===== src/tbr_pkg.sv =====
`default_nettype none

package tbr_pkg;

    localparam int unsigned IN_W    = 16;
    localparam int unsigned REF_W   = 16;
    localparam int unsigned SLOPE_W = 24;
    localparam int unsigned ALPHA_W = 16;
    localparam int unsigned TURB_W  = 24;
    localparam int unsigned CFG_W   = 24;
    localparam int unsigned IDX_W   = 2;

    // magnitude of slope * excess, and divider step count
    localparam int unsigned PROD_W  = 46;
    localparam int unsigned MAG_W   = 45;
    localparam int unsigned CNT_W   = 6;

    localparam logic [IDX_W-1:0] REG_REFERENCE = 2'd0;
    localparam logic [IDX_W-1:0] REG_SLOPE     = 2'd1;
    localparam logic [IDX_W-1:0] REG_SMOOTH    = 2'd2;

    typedef struct packed {
        logic load_in;
        logic mul;
        logic div_init;
        logic div_step;
        logic fix;
        logic mul_new;
        logic mul_old;
        logic finish;
    } t_cmd;

    typedef struct packed {
        logic out_full;
    } t_sts;

endpackage

`default_nettype wire


===== src/tbr_ctrl.sv =====
`default_nettype none

module tbr_ctrl (
    input  wire          i_clk,
    input  wire          i_rst_n,
    input  wire          i_in_valid,
    output logic         o_in_ready,
    input  wire          i_out_ready,
    input  tbr_pkg::t_sts i_sts,
    output tbr_pkg::t_cmd o_cmd
);
    import tbr_pkg::*;

    localparam logic [2:0] S_IDLE  = 3'd0;
    localparam logic [2:0] S_MUL   = 3'd1;
    localparam logic [2:0] S_DINIT = 3'd2;
    localparam logic [2:0] S_DIV   = 3'd3;
    localparam logic [2:0] S_FIX   = 3'd4;
    localparam logic [2:0] S_MNEW  = 3'd5;
    localparam logic [2:0] S_MOLD  = 3'd6;
    localparam logic [2:0] S_DONE  = 3'd7;

    logic [2:0]       r_state, n_state;
    logic [CNT_W-1:0] r_cnt, n_cnt;
    logic             accept;
    logic             out_free;

    assign o_in_ready = (r_state == S_IDLE);
    assign accept     = i_in_valid && o_in_ready;
    assign out_free   = !i_sts.out_full || i_out_ready;

    always_comb begin
        n_state = r_state;
        n_cnt   = r_cnt;
        o_cmd   = '0;
        case (r_state)
            S_IDLE: begin
                if (accept) begin
                    o_cmd.load_in = 1'b1;
                    n_state       = S_MUL;
                end
            end
            S_MUL: begin
                o_cmd.mul = 1'b1;
                n_state   = S_DINIT;
            end
            S_DINIT: begin
                o_cmd.div_init = 1'b1;
                n_cnt          = CNT_W'(MAG_W - 1);
                n_state        = S_DIV;
            end
            S_DIV: begin
                o_cmd.div_step = 1'b1;
                n_cnt          = r_cnt - 1'b1;
                if (r_cnt == '0) begin
                    n_state = S_FIX;
                end
            end
            S_FIX: begin
                o_cmd.fix = 1'b1;
                n_state   = S_MNEW;
            end
            S_MNEW: begin
                o_cmd.mul_new = 1'b1;
                n_state       = S_MOLD;
            end
            S_MOLD: begin
                o_cmd.mul_old = 1'b1;
                n_state       = S_DONE;
            end
            S_DONE: begin
                if (out_free) begin
                    o_cmd.finish = 1'b1;
                    n_state      = S_IDLE;
                end
            end
            default: begin
                n_state = S_IDLE;
            end
        endcase
    end

    always_ff @(posedge i_clk) begin
        if (!i_rst_n) begin
            r_state <= S_IDLE;
            r_cnt   <= '0;
        end else begin
            r_state <= n_state;
            r_cnt   <= n_cnt;
        end
    end

    a_busy_after_accept: assert property (@(posedge i_clk) disable iff (!i_rst_n)
        accept |=> !o_in_ready)
        else $error("input taken while busy");

    a_div_ends: assert property (@(posedge i_clk) disable iff (!i_rst_n)
        (r_state == S_DIV && r_cnt == '0) |=> (r_state == S_FIX))
        else $error("divider did not finish on count");

    a_finish_fills: assert property (@(posedge i_clk) disable iff (!i_rst_n)
        o_cmd.finish |=> i_sts.out_full)
        else $error("result beat not loaded");

endmodule

`default_nettype wire


===== src/tbr_datapath.sv =====
`default_nettype none

module tbr_datapath (
    input  wire                           i_clk,
    input  wire                           i_rst_n,
    input  tbr_pkg::t_cmd                 i_cmd,
    output tbr_pkg::t_sts                 o_sts,
    input  wire                           i_cfg_wr_en,
    input  wire [tbr_pkg::IDX_W-1:0]      i_cfg_index,
    input  wire [tbr_pkg::CFG_W-1:0]      i_cfg_data,
    input  wire [tbr_pkg::IN_W-1:0]       i_dark_level,
    input  wire [tbr_pkg::IN_W-1:0]       i_lit_level,
    input  wire                           i_out_ready,
    output logic                          o_out_valid,
    output logic [tbr_pkg::IN_W-1:0]      o_dark_times_ten,
    output logic [tbr_pkg::IN_W-1:0]      o_signal_times_ten,
    output logic [tbr_pkg::TURB_W-1:0]    o_turbidity,
    output logic                          o_ground_error
);
    import tbr_pkg::*;

    logic [REF_W-1:0]          r_ref;
    logic signed [SLOPE_W-1:0] r_slope;
    logic [ALPHA_W-1:0]        r_alpha;

    logic                      r_first;
    logic signed [31:0]        r_prev;
    logic [IN_W-1:0]           r_held;

    logic [IN_W-1:0]           r_dark10;
    logic [IN_W-1:0]           r_sig10;
    logic                      r_gnd;
    logic signed [PROD_W-1:0]  r_prod;
    logic                      r_neg;
    logic [MAG_W-1:0]          r_quo;
    logic [19:0]               r_rem;
    logic signed [31:0]        r_raw;
    logic signed [48:0]        r_p_new;
    logic signed [48:0]        r_p_old;
    logic                      r_out_valid;

    logic [IN_W-1:0]           diff;
    logic [19:0]               dark10_full;
    logic [19:0]               diff10_full;
    logic [19:0]               held10;
    logic [19:0]               den;
    logic signed [21:0]        excess;
    logic [PROD_W-1:0]         prod_abs;
    logic [21:0]               trial;
    logic                      fits;
    logic signed [46:0]        q_ext;
    logic signed [46:0]        q_signed;
    logic signed [31:0]        raw_div;
    logic [ALPHA_W-1:0]        alpha_c;
    logic [ALPHA_W-1:0]        beta;
    logic signed [49:0]        sum;
    logic signed [49:0]        sum_sh;
    logic signed [31:0]        blend;
    logic signed [31:0]        smoothed;
    logic [TURB_W-1:0]         turb;

    assign diff        = i_lit_level - i_dark_level;
    assign dark10_full = 20'(i_dark_level) * 20'd10;
    assign diff10_full = 20'(diff) * 20'd10;
    assign held10      = 20'(r_held) * 20'd10;
    assign den         = {r_ref, 4'b0000};
    assign excess      = $signed({2'b00, held10}) - $signed({2'b00, den});
    assign prod_abs    = r_prod[PROD_W-1] ? PROD_W'(-r_prod) : r_prod;

    // one restoring step per cycle
    assign trial = {1'b0, r_rem, r_quo[MAG_W-1]} - {2'b00, den};
    assign fits  = !trial[21];

    // floor quotient with saturation to 32 bits
    always_comb begin
        q_ext = $signed({2'b00, r_quo});
        if (r_neg) begin
            q_signed = -(q_ext + 47'(r_rem != '0));
        end else begin
            q_signed = q_ext;
        end
        if (q_signed[46:31] != {16{q_signed[46]}}) begin
            raw_div = q_signed[46] ? 32'sh8000_0000 : 32'sh7fff_ffff;
        end else begin
            raw_div = q_signed[31:0];
        end
    end

    assign alpha_c = (r_alpha > 16'd32768) ? 16'd32768 : r_alpha;
    assign beta    = 16'd32768 - alpha_c;

    always_comb begin
        sum    = 50'(r_p_new) + 50'(r_p_old);
        sum_sh = sum >>> 15;
        if (sum_sh[49:31] != {19{sum_sh[49]}}) begin
            blend = sum_sh[49] ? 32'sh8000_0000 : 32'sh7fff_ffff;
        end else begin
            blend = sum_sh[31:0];
        end
        smoothed = r_first ? r_raw : blend;
        if (smoothed[31]) begin
            turb = '0;
        end else if (smoothed[30:24] != '0) begin
            turb = '1;
        end else begin
            turb = smoothed[TURB_W-1:0];
        end
    end

    // configuration and persistent state
    always_ff @(posedge i_clk) begin
        if (!i_rst_n) begin
            r_ref       <= 16'd10000;
            r_slope     <= 24'sd256;
            r_alpha     <= 16'd32768;
            r_first     <= 1'b1;
            r_prev      <= '0;
            r_held      <= 16'd16;
            r_out_valid <= 1'b0;
        end else begin
            if (i_cfg_wr_en) begin
                case (i_cfg_index)
                    REG_REFERENCE: r_ref   <= i_cfg_data[REF_W-1:0];
                    REG_SLOPE:     r_slope <= i_cfg_data[SLOPE_W-1:0];
                    REG_SMOOTH:    r_alpha <= i_cfg_data[ALPHA_W-1:0];
                    default: begin
                    end
                endcase
            end
            if (i_cmd.load_in && (i_lit_level > i_dark_level)) begin
                r_held <= diff;
            end
            if (i_cmd.finish) begin
                r_prev      <= smoothed;
                r_first     <= 1'b0;
                r_out_valid <= 1'b1;
            end else if (i_out_ready) begin
                r_out_valid <= 1'b0;
            end
        end
    end

    // working registers
    always_ff @(posedge i_clk) begin
        if (i_cmd.load_in) begin
            r_dark10 <= dark10_full[19:4];
            if (i_lit_level > i_dark_level) begin
                r_sig10 <= diff10_full[19:4];
                r_gnd   <= 1'b0;
            end else begin
                r_sig10 <= r_ref;
                r_gnd   <= 1'b1;
            end
        end
        if (i_cmd.mul) begin
            r_prod <= r_slope * excess;
        end
        if (i_cmd.div_init) begin
            r_neg <= r_prod[PROD_W-1];
            r_quo <= prod_abs[MAG_W-1:0];
            r_rem <= '0;
        end
        if (i_cmd.div_step) begin
            r_rem <= fits ? trial[19:0] : {r_rem[18:0], r_quo[MAG_W-1]};
            r_quo <= {r_quo[MAG_W-2:0], fits};
        end
        if (i_cmd.fix) begin
            if (r_ref == '0) begin
                if (r_slope == '0) begin
                    r_raw <= '0;
                end else begin
                    r_raw <= r_slope[SLOPE_W-1] ? 32'sh8000_0000 : 32'sh7fff_ffff;
                end
            end else begin
                r_raw <= raw_div;
            end
        end
        if (i_cmd.mul_new) begin
            r_p_new <= $signed({1'b0, alpha_c}) * r_raw;
        end
        if (i_cmd.mul_old) begin
            r_p_old <= $signed({1'b0, beta}) * r_prev;
        end
        if (i_cmd.finish) begin
            o_dark_times_ten   <= r_dark10;
            o_signal_times_ten <= r_sig10;
            o_ground_error     <= r_gnd;
            o_turbidity        <= turb;
        end
    end

    assign o_out_valid    = r_out_valid;
    assign o_sts.out_full = r_out_valid;

endmodule

`default_nettype wire


===== src/turbidity_ratio_smoother_unit.sv =====
`default_nettype none

// Turbidity ratio smoother. Each input beat carries a dark and a lit reading
// (Q12.4 counts) and yields one result beat: dark and signal times ten, the
// ground error flag and the smoothed turbidity (unsigned Q16.8, clamped at
// zero). The restoring divider forms slope*(signal*10/reference-1) one
// quotient bit per cycle; a new item is taken the cycle after the previous
// result has been loaded into the output register, and a result beat held
// back by the receiver holds the next item at its last step. Configuration
// writes (reference, slope, smoothing factor) are taken at any cycle but
// belong between items.

module turbidity_ratio_smoother_unit (
    input  wire                           i_clk,
    input  wire                           i_rst_n,
    input  wire                           i_cfg_wr_en,
    input  wire [tbr_pkg::IDX_W-1:0]      i_cfg_index,
    input  wire [tbr_pkg::CFG_W-1:0]      i_cfg_data,
    input  wire                           i_in_valid,
    output logic                          o_in_ready,
    input  wire [tbr_pkg::IN_W-1:0]       i_dark_level,
    input  wire [tbr_pkg::IN_W-1:0]       i_lit_level,
    output logic                          o_out_valid,
    input  wire                           i_out_ready,
    output logic [tbr_pkg::IN_W-1:0]      o_dark_times_ten,
    output logic [tbr_pkg::IN_W-1:0]      o_signal_times_ten,
    output logic [tbr_pkg::TURB_W-1:0]    o_turbidity,
    output logic                          o_ground_error
);
    import tbr_pkg::*;

    t_cmd cmd;
    t_sts sts;

    tbr_ctrl u_ctrl (
        .i_clk       (i_clk),
        .i_rst_n     (i_rst_n),
        .i_in_valid  (i_in_valid),
        .o_in_ready  (o_in_ready),
        .i_out_ready (i_out_ready),
        .i_sts       (sts),
        .o_cmd       (cmd)
    );

    tbr_datapath u_datapath (
        .i_clk              (i_clk),
        .i_rst_n            (i_rst_n),
        .i_cmd              (cmd),
        .o_sts              (sts),
        .i_cfg_wr_en        (i_cfg_wr_en),
        .i_cfg_index        (i_cfg_index),
        .i_cfg_data         (i_cfg_data),
        .i_dark_level       (i_dark_level),
        .i_lit_level        (i_lit_level),
        .i_out_ready        (i_out_ready),
        .o_out_valid        (o_out_valid),
        .o_dark_times_ten   (o_dark_times_ten),
        .o_signal_times_ten (o_signal_times_ten),
        .o_turbidity        (o_turbidity),
        .o_ground_error     (o_ground_error)
    );

endmodule

`default_nettype wire

===== config.mk =====
export PLATFORM = sky130hd
export DESIGN_NAME = turbidity_ratio_smoother_unit
export DESIGN_NICKNAME = d
export VERILOG_FILES = /design/src/tbr_pkg.sv /design/src/tbr_ctrl.sv /design/src/tbr_datapath.sv /design/src/turbidity_ratio_smoother_unit.sv
export SDC_FILE = /design/constraint.sdc
export NUM_CORES = 2
export LEC_CHECK = 0
export BUFFER_PORTS_ARGS = -buffer_cell sky130_fd_sc_hd__buf_2
export CAP_MARGIN = 5
export CORE_ASPECT_RATIO = 1.4
export CORE_UTILIZATION = 35
export CTS_CLUSTER_SIZE = 25
export DETAILED_ROUTE_END_ITERATION = 12
export MAX_ROUTING_LAYER = met4
export SETUP_SLACK_MARGIN = 0.02
export SLEW_MARGIN = 20
export SYNTH_ARGS = -nofsm -noshare
export SYNTH_HDL_FRONTEND = slang
export SYNTH_HIERARCHICAL = 1
export SYNTH_SLANG_ARGS = --single-unit

===== constraint.sdc =====
create_clock -name i_clk -period 21.2 [get_ports i_clk]
set_clock_uncertainty 0.2 [all_clocks]
set_input_delay 0 -clock i_clk [delete_from_list [all_inputs] [get_ports i_clk]]
set_output_delay 0 -clock i_clk [all_outputs]
set_load 0.02 [all_outputs]

==> results.yml <==
global_routing:
  use_met2: 0.370
  grt_max_degree: 95
  grt.overflow.total: 0
  grt.busiest_layer: "met2"
  antenna_found_initial: 20
  grt_pass1_vias: 66662
  grt_use_met1: 0.241
  met3_usage: 0.0300
  grt_pass1_wl_um: 375000
  grt_usage: 0.212
synth:
  yosysWarnings: 6
  synth.largest_area_cell: "fa_1"
  synth-edff-count: 330
  muxShareOfSynthArea: 0.00360
  synthFlopType: "edfxtp_1"
  synth_area_per_cell_um2: 8.98
  synth_xor_area_frac: 0.0342
  synthAdderAreaFrac: 0.458
  synth_cell_types: 85
  seq_area_frac_synth: 0.151
  yosysTopAreaCellShare: 0.365
  ys_ff_latch: 445
  synthSimpleGateAreaFrac: 0.148
  synth_area_leaders: "fa_1 (36%), edfxtp_1 (12%), ha_1 (9.3%), inv_1 (9.2%), nand2_1 (6.1%)"
  synth.most_common_cell: "inv_1"
  syn-num-nets: 11174
  synthCells: 9030
  async_reset_ff_frac: 0
  syn_area_um2: 81100
  synth_top_family_by_area: "adder cells"
  synth-compound-area-share: 0.0936
  synthTopCellsByCount: "inv_1 (1978), fa_1 (1477), nand2_1 (1324), ha_1 (604), and2_1 (502)"
floorplanning:
  die_area_um2: 234000
  die_w_um: 409
  initial_utilization: 0.353
  pin_count: 122
  core.rowCount: 208
  core_area_um2: 230000
  die_y_um: 572
clocking:
  numClockSinks: 445
  cts-root-buf: "clkbuf_16"
  cts_resized: 0
  cts_buffers: 59
  cts_buffer_depth: 3
  insertion_delay_ns: 0.77
  clk_pin_slew_worst_paths_ns: 0.06
  post_cts_buffers: 0
  hold_buffers: 116
  htree_levels: 2
  cts_tree: "built"
cells_and_area:
  final_util: 0.385
  post-route-cell-area_um2: 88500
  area_growth_syn_to_layout_pct: 9.18
  layout-drive-gt1-share: 0.0481
  nNetsFinal: 11161
placement:
  placedInstanceArea_um2: 85100
  place_congestion: 0.926
  place_hpwl_um: 189000
  numPortBuffers: 121
power_and_ir_drop:
  power_density_nw_per_um2: 79.7
  power_uw: 7060
  power_leakage_uw: 0.0409
  ir_worst_vdd_v: 0.000171
timing:
  final.setup.tns_ns: 0
  fin_crit_ns: 14.06
  worstMarginPinSlew_ns: 1.16
  rsz0062_at_grt: "no"
  fin_crit_sh: 0.663
  slew_headroom: 0.224
  setup_viol: 0
  clock.fmax_mhz: 71.1
  report.final.slew_viol_count: 0
  hold_viol: 0
critical_path:
  cpMaxStageDelayCell: "dfxtp_1"
  end_kind: "flop"
  crit_path_start_kind: "flop"
  required_ns: 21.45
  crit_arrival_ns: 14.31
  worstSetupPathType: "flop to flop"
  cp_max_fo: 49
  cp_slowest_stage_delay_ns: 0.88
flow_run:
  cap_violations: 0
drt:
  wl_um: 237000
  drt_iter0_drc: 4189
  ant_nets: 0
  vias: 62073
  drc: 0
  wire_per_inst_um: 19.6
  first_pass_iters: 8
  vias_per_cell: 5.12
run_status:
  status: "complete, no violations"
hold_path:
  min_path_type: "primary input to flop"
-- registers in the layout, summed over array words and instances, names as in the netlist --
register / cells
u_datapath/r_rem: 20
u_datapath/r_ref: 16
u_ctrl/r_state: 3
u_datapath/r_neg: 1
u_datapath/r_slope: 24
u_datapath/r_dark10: 16
u_datapath/o_ground_error: 1
u_datapath/r_alpha: 16
u_datapath/r_p_old: 49
u_ctrl/r_cnt: 6
u_datapath/o_turbidity: 24
u_datapath/r_gnd: 1
u_datapath/r_p_new: 49
u_datapath/r_held: 16
u_datapath/r_quo: 45
u_datapath/r_prod: 44
u_datapath/o_out_valid: 1
u_datapath/r_prev: 32
u_datapath/r_first: 1
u_datapath/o_signal_times_ten: 16
u_datapath/r_raw: 32
u_datapath/o_dark_times_ten: 16
u_datapath/r_sig10: 16
-- cells in the final DEF (no fill, tap or decap), types with 21 or more instances in the layout --
cell,netlist,routed
a211oi_1,74,73
a21boi_0,27,26
a21o_1,133,133
a21oi_1,332,331
a31oi_1,44,44
a41oi_1,31,30
and2_1,502,499
and3_1,23,23
buf_2,2,121
buf_4,1,125
clkbuf_16,0,61
dfxtp_1,115,113
diode_2,0,21
dlygate4sd3_1,0,116
edfxtp_1,330,330
fa_1,1477,1477
ha_1,604,603
inv_1,1978,1977
mux2i_1,28,28
nand2_1,1324,1323
nand2b_1,52,52
nand3_1,75,75
nand3b_1,31,31
nand4_1,59,59
nor2_1,247,247
nor2b_1,48,31
nor3_1,73,73
nor4_1,30,29
o21a_1,31,31
o21ai_0,285,284
o21bai_1,61,61
o311ai_0,21,21
o31ai_1,27,26
or3_1,22,22
xnor2_1,212,198
xor2_1,105,102
-- layer usage --
layer  part of all wire  wire length (µm)
met1               0.39             91400
met2               0.51            121000
met3              0.058             13700
met4              0.050             11800
met5                  0                 0
-- where the power goes --
part	leakage (µW)	total (µW)	switching (µW)	internal, µW
clock	0.00105	1140	464	672
combinational	0.0359	4520	2780	1730
sequential	0.00395	1400	144	1260
-- worst max-delay path: cells and delay by family, from the launching register on --
family / cells / cell delay (ns)
compound gates: 26 / 5.72
fa+ha+maj: 11 / 4.63
buf+inv: 5 / 1.36
flops: 1 / 0.88
simple gates: 1 / 0.84
xor+xnor: 1 / 0.15
-- layout make-up --
cell class / count / area [µm²]
antenna: 21 / 52.6
clock buffer: 66 / 1570
clock inverter: 45 / 609
fill: 22921 / 141000
inverter: 1982 / 7440
multi-input combinational: 6166 / 60100
sequential: 445 / 12200
tap: 3045 / 3810
timing repair buffer: 363 / 2730
-- cells by family after synthesis --
family / after synthesis
buf+inv: 2419
flops: 445
simple gates: 2547
xor+xnor: 317
compound gates: 1192
fa+ha+maj: 2081
mux: 29
-- metrics by stage --
| step | hold WS (ns) | setup slack (ns) | cells |
|---|---|---|---|
| 4_1_cts | 0.000939 | 7.19 | 12111 |
| 3_3_place_gp | 0.0582 | 7.32 | 11884 |
| 5_1_grt | 0.0217 | 6.12 | 12127 |
| 2_1_floorplan | -0.0825 | 10.01 | 9030 |
| 3_5_place_dp | 0.0556 | 7.21 | 11884 |
| 6_report | 0.0545 | 7.14 | 12133 |
-- worst paths after layout --
check,startpoint,to,slack (ns),depth (start not counted)
max reg2reg,u_datapath/r_held[1],u_datapath/r_prod[44],7.14,44
min reg2reg,u_datapath/r_dark10[12],u_datapath/o_dark_times_ten[12],0.22,0
min,i_cfg_data[6],u_datapath/r_ref[6],0.05,4
max,u_datapath/r_held[1],u_datapath/r_prod[44],7.14,44
(Power assumes the default switching activity.)
